$ cat src/hw/rtl/asf_pkg.sv
// Shared types, constants and the exponential curve table for the segment fade block.
// No dependencies; every other file of the block imports it.
package asf_pkg;

  localparam int SAMPLE_BITS = 24;
  localparam int LENGTH_BITS = 16;
  localparam int CURVE_DEPTH = 256;
  localparam int CURVE_IDX_BITS = $clog2(CURVE_DEPTH);

  // Gain is unsigned Q1.24
  localparam int GAIN_FRAC = 24;
  localparam int GAIN_BITS = GAIN_FRAC + 1;
  localparam logic [GAIN_BITS-1:0] GAIN_ONE = GAIN_BITS'(1) << GAIN_FRAC;

  // Envelope product and scaled sample widths
  localparam int PROD_BITS = 2 * GAIN_BITS;
  localparam int SCALE_BITS = SAMPLE_BITS + GAIN_BITS + 1;

  // Stream payload widths, padded to whole bytes
  localparam int IN_FIELD_BITS = SAMPLE_BITS + LENGTH_BITS;
  localparam int IN_DATA_BITS = ((IN_FIELD_BITS + 7) / 8) * 8;
  localparam int IN_USER_BITS = 3;
  localparam int OUT_DATA_BITS = ((SAMPLE_BITS + 7) / 8) * 8;

  // tuser bit positions
  localparam int USER_FIRST = 0;
  localparam int USER_FADE_IN = 1;
  localparam int USER_FADE_OUT = 2;

  localparam logic [63:0] LN2_Q30 = 64'd744261118;

  typedef enum logic [1:0] {
    MODE_PASS = 2'd0,
    MODE_IN   = 2'd1,
    MODE_OUT  = 2'd2,
    MODE_BOTH = 2'd3
  } fade_mode_t;

  typedef logic [GAIN_BITS-1:0] curve_t [0:CURVE_DEPTH];

  // Controller to datapath
  typedef struct packed {
    logic load;
    logic mul;
    logic mix;
    logic scale;
    logic finish;
  } asf_cmd_t;

  // Datapath to controller
  typedef struct packed {
    logic div_busy;
    logic out_busy;
  } asf_stat_t;

  // Entry k holds 2^(k/DEPTH) - 1 in Q1.24, from a Taylor series in Q30
  function automatic curve_t build_curve();
    curve_t t;
    logic [63:0] x;
    logic [63:0] term;
    logic [63:0] sum;
    logic [63:0] v;
    for (int k = 0; k < CURVE_DEPTH; k++) begin
      x = (64'(k) * LN2_Q30) / CURVE_DEPTH;
      term = 64'd1 << 30;
      sum = term;
      for (int n = 1; n <= 16; n++) begin
        term = ((term * x) >> 30) / 64'(n);
        sum = sum + term;
      end
      v = (sum - (64'd1 << 30) + 64'd32) >> 6;
      if (v > 64'(GAIN_ONE)) v = 64'(GAIN_ONE);
      t[k] = GAIN_BITS'(v);
    end
    t[CURVE_DEPTH] = GAIN_ONE;
    return t;
  endfunction

  localparam curve_t CURVE = build_curve();

endpackage

$ cat src/hw/rtl/asf_ctrl.sv
// Controller of the segment fade: sequences load, envelope, scaling and output steps.
// Uses asf_pkg; drives asf_datapath through asf_cmd_t and reads asf_stat_t.
module asf_ctrl
  import asf_pkg::*;
(
  input  logic      clk,
  input  logic      rst,
  input  logic      s_tvalid,
  output logic      s_tready,
  output asf_cmd_t  cmd,
  input  asf_stat_t stat
);

  typedef enum logic [2:0] {
    ST_IDLE,
    ST_MUL,
    ST_MIX,
    ST_SCALE,
    ST_FIN
  } state_t;

  state_t state;
  state_t state_next;

  // Decode commands from the current state
  always_comb begin
    cmd = '0;
    state_next = state;
    unique case (state)
      ST_IDLE: begin
        cmd.load = s_tvalid;
        if (s_tvalid) state_next = ST_MUL;
      end
      ST_MUL: begin
        cmd.mul = 1'b1;
        state_next = ST_MIX;
      end
      ST_MIX: begin
        cmd.mix = 1'b1;
        state_next = ST_SCALE;
      end
      ST_SCALE: begin
        cmd.scale = 1'b1;
        state_next = ST_FIN;
      end
      ST_FIN: begin
        // hold until the step size is known and the output register is free
        cmd.finish = !stat.div_busy && !stat.out_busy;
        if (cmd.finish) state_next = ST_IDLE;
      end
      default: state_next = ST_IDLE;
    endcase
  end

  always_ff @(posedge clk) begin
    if (rst) begin
      state <= ST_IDLE;
    end else begin
      state <= state_next;
    end
  end

  assign s_tready = (state == ST_IDLE);

`ifndef NO_ASSERTIONS
  // A sample completes only after the reciprocal is settled
  assert property (@(posedge clk) disable iff (rst) cmd.finish |-> !stat.div_busy)
    else $error("finish while divider busy");

  // An accepted request starts the envelope step next cycle
  assert property (@(posedge clk) disable iff (rst) cmd.load |=> state == ST_MUL)
    else $error("load not followed by multiply step");
`endif

endmodule

$ cat config.mk
export PLATFORM = sky130hd
export DESIGN_NAME = asf_ctrl
export DESIGN_NICKNAME = d
export VERILOG_FILES = /design/src/hw/rtl/asf_pkg.sv /design/src/hw/rtl/asf_ctrl.sv
export SDC_FILE = /design/constraint.sdc
export NUM_CORES = 1
export LEC_CHECK = 0
export BUFFER_PORTS_ARGS = -buffer_cell sky130_fd_sc_hd__buf_2
export CAP_MARGIN = 20
export CORE_AREA = 10 10 47 49
export CTS_CLUSTER_SIZE = 14
export DETAILED_ROUTE_END_ITERATION = 6
export DIE_AREA = 0 0 57 59
export GPL_TIMING_DRIVEN = 0
export PLACE_DENSITY = 0.36
export REMOVE_ABC_BUFFERS = 1
export SYNTH_ARGS = -nofsm -noshare
export SYNTH_HDL_FRONTEND = slang
export SYNTH_SLANG_ARGS = --single-unit
$ cat constraint.sdc
create_clock -name clk -period 0.9 [get_ports clk]
set_input_delay 0.045 -clock clk [delete_from_list [all_inputs] [get_ports clk]]
set_output_delay 0.045 -clock clk [all_outputs]
set_load 0.01 [all_outputs]
==> key figures <==
Outcome
  – Run status: complete, but fails checks
  – Failing checks: negative setup slack

Timing
  – Slew Viols, Final: 0
  – Skew final: 0.00260 ns
  – Max Clk Rate: 805 MHz
  – Tmin final: 1.24 ns
  – Max_slew headroom: 87.9%
  – Period utilization: 138%
  – Final Hold Vio Count: 0
  – # setup viols final: 9
  – RSZ-0062 raised after global routing: yes
  – Worst slew pin tran: 0.180 ns
  – Slack of the critical path: -0.342 ns
  – Post-route setup TNS: -1.72 ns

Global route
  – Vias in the first global route: 219
  – Largest net degree at the start of global routing: 7
  – Initial antenna violation count: 0
  – First-pass GRT wire length: 952 µm
  – GRT Overall Usage: 4.02%
  – Total grt overflow: 0

Critical path
  – Reg-to-reg setup timing slack: -0.07 ns
  – WP data required: 0.85 ns
  – Worst reg2reg path startpoint: state[2]
  – WP data arrival: 1.20 ns
  – Setup crit end kind: primary output
  – Crit path kind: flip-flop to primary output
  – CP Launch Type: flip-flop
  – CP startpoint: state[0]
  – Setup crit end: cmd[0]
  – FF-to-FF path depth: 3
  – Capture point of the worst reg-to-reg path: state[2]
  – Worst-path fanout max: 3

Floorplanning
  – Core Area: 1400 µm²
  – Row count: 14
  – Die height: 59 µm
  – Die area: 3360 µm²
  – Starting density of the core: 11.5%
  – Die X: 57 µm
  – # IOs: 11

CTS
  – Clk Latency, worst-skew pair: 0.23 ns
  – CTS Buf Count: 3
  – Clock Path Buffers: 2
  – Worst-path clk slew: 0.04 ns
  – CTS H-tree depth: 1
  – CTS tree: yes
  – CTS sink cnt: 3
  – Root Buffer: clkbuf_4
  – Cts hold-fix bufs: 0

Finish
  – Max reg flops: 3
  – Filler instances: 159
  – Synthesis-to-layout area growth: 133%
  – Fin nets: 43
  – ANT cells: 0
  – FF/Latch Area: 71.3 µm²
  – Filler-free cell count of the finished design: 53
  – Multi-input logic area: 141 µm²
  – Post-layout util: 26.8%
  – Biggest regs: state x3
  – Fraction of layout cells with a size suffix above 1: 81.1%
  – Reg with most FFs: state

Logic synthesis
  – Synth top area share: 37.2%
  – Area share of and/or/nand/nor cells after synthesis: 40.3%
  – Avg Inst Size Synth: 8.97 µm²
  – Unique cell type count in the Yosys netlist: 13
  – Cell accounting for the most synthesized area: dfxtp_1
  – Mux cell area share after synthesis: 0%
  – Top cells by area, synth: dfxtp_1 37%, nor3_1 9.3%, nor3b_1 9.3%
  – Xor and xnor area share after synthesis: 5.43%
  – Post-Synth Adder-Cell Area: 0%
  – Flip-flop and latch count after synthesis: 3
  – Seq/Total Area, Yosys: 37.2%
  – Largest family of logic cells by synthesized area: simple AND/OR/NAND/NOR gates
  – Yosys warnings: 0
  – Syn Std Cell Area: 161 µm²
  – Compound-Gate Fraction of Synth Area: 10.1%
  – Mapped Cells: 18

Drt
  – Routed Antenna Nets: 0
  – WL final: 667 µm
  – Vias: 211
  – Wire per inst: 12.6 µm
  – Routed vias/inst: 3.98
  – Detailed router's first-iteration violation count: 2
  – Remaining DRCs: 0
  – First-pass DRT Iterations: 4

Place
  – Worst slack, placed: -0.216 ns
  – GPL Wtd Cong: 0.667
  – Post-DP HPWL: 385 µm
  – Placed insts: 43
  – Input/output buffers: 10

Power and ir drop
  – Gate power share: 35.6%
  – P_sw: 0.181 mW
  – Clock power share: 39.0%
  – Peak VDD IR: 0.578 mV
  – Pwr per Cell Area: 1630 nW/µm²
  – P_leak: 0.171 nW
  – Seq pwr share: 25.3%
  – Net Sw Frac: 29.5%
  – P_int: 0.432 mW

Hold path
  – Hold Path Class: primary input to flip-flop

Run
  – Max cap viols: 0
[final cells by class]
class | count | area share (%)
tap | 16 | 5.33
timing repair buffer | 16 | 30.0
inverter | 1 | 1.00
multi-input combinational | 13 | 37.7
sequential | 3 | 19.0
clock buffer | 4 | 7.00
[worst max-delay path: stages (launching register included)]
cell	delay, ns
dfxtp_4	0.33
or3b_4	0.40
nor3_2	0.09
buf_2	0.14
[metrics by stage]
step	hold slack (ns)	total power [mW]	instance area, µm²
2_1_floorplan	0.122	0.222	154
3_3_place_gp	0.259	0.267	224
3_5_place_dp	0.269	0.270	224
4_1_cts	0.0163	0.567	328
5_1_grt	0.0476	0.649	375
6_report	0.0513	0.614	375
[per-layer routing]
layer | vias to the layer above | share of wire [%] | GRT usage [%]
li1 | 103 | - | -
met4 | 0 | 1.2 | 4.03
met5 | - | 0 | 0
met2 | 13 | 44 | 4.19
met3 | 2 | 17 | 5.15
met1 | 93 | 38 | 3.56
[cells by family (layout without fill, tap and decap cells)]
| kind of cell | count (synthesis) | in the layout |
|---|---|---|
| flops | 3 | 3 |
| buf+inv | 2 | 21 |
| xor+xnor | 1 | 1 |
| compound gates | 2 | 2 |
| simple gates | 10 | 10 |
[placed cells by master, fill, tap and decap left out]
master,synthesis,routed
buf_2,0,9
buf_6,0,4
clkbuf_4,0,3
buf_4,1,3
dfxtp_4,0,3
nor3b_2,0,2
and3b_2,1,1
nor3_4,0,1
or3b_4,0,1
nor3_2,0,1
and2_1,1,1
inv_1,1,1
o21bai_1,1,1
o2bb2ai_1,1,1
xnor2_1,1,1
nor3_1,3,1
nor2_4,0,1
nor4_4,0,1
clkbuf_1,0,1
[power groups by stage]
stage	Combinational [mW]	Clock, mW	Sequential (mW)
3_3_place_gp	0.0995	0	0.167
2_1_floorplan	0.0578	0	0.164
3_5_place_dp	0.102	0	0.168
4_1_cts	0.164	0.246	0.156
6_report	0.219	0.239	0.155
5_1_grt	0.236	0.257	0.157
[cells in the mapped netlist]
cell type	number
dfxtp_1	3
nor3_1	3
nor3b_1	2
and2_1	1
and3b_2	1
buf_4	1
inv_1	1
nor2_1	1
nor4_1	1
o21bai_1	1
o2bb2ai_1	1
or3b_1	1
xnor2_1	1
[repair_timing]
action	in CTS	in global routing
setup buffers	5	1
setup endpoints to repair	7	9
pin swaps	1	6
hold endpoints to repair	0	0
gates cloned	0	0
resized for setup	12	8
[worst min-delay path by stage]
| stage | to | startpoint | depth (start not counted) | slack (ns) |
|---|---|---|---|---|
| after CTS | state[0] | rst | 2 | 0.02 |
| after floorplan | state[1] | rst | 1 | 0.12 |
| after global placement | state[1] | rst | 2 | 0.26 |
| after global routing | state[0] | rst | 2 | 0.05 |
| final | state[0] | rst | 2 | 0.05 |
| after detailed placement | state[0] | rst | 2 | 0.27 |
Note: power is estimated with default switching activity, not from simulation.
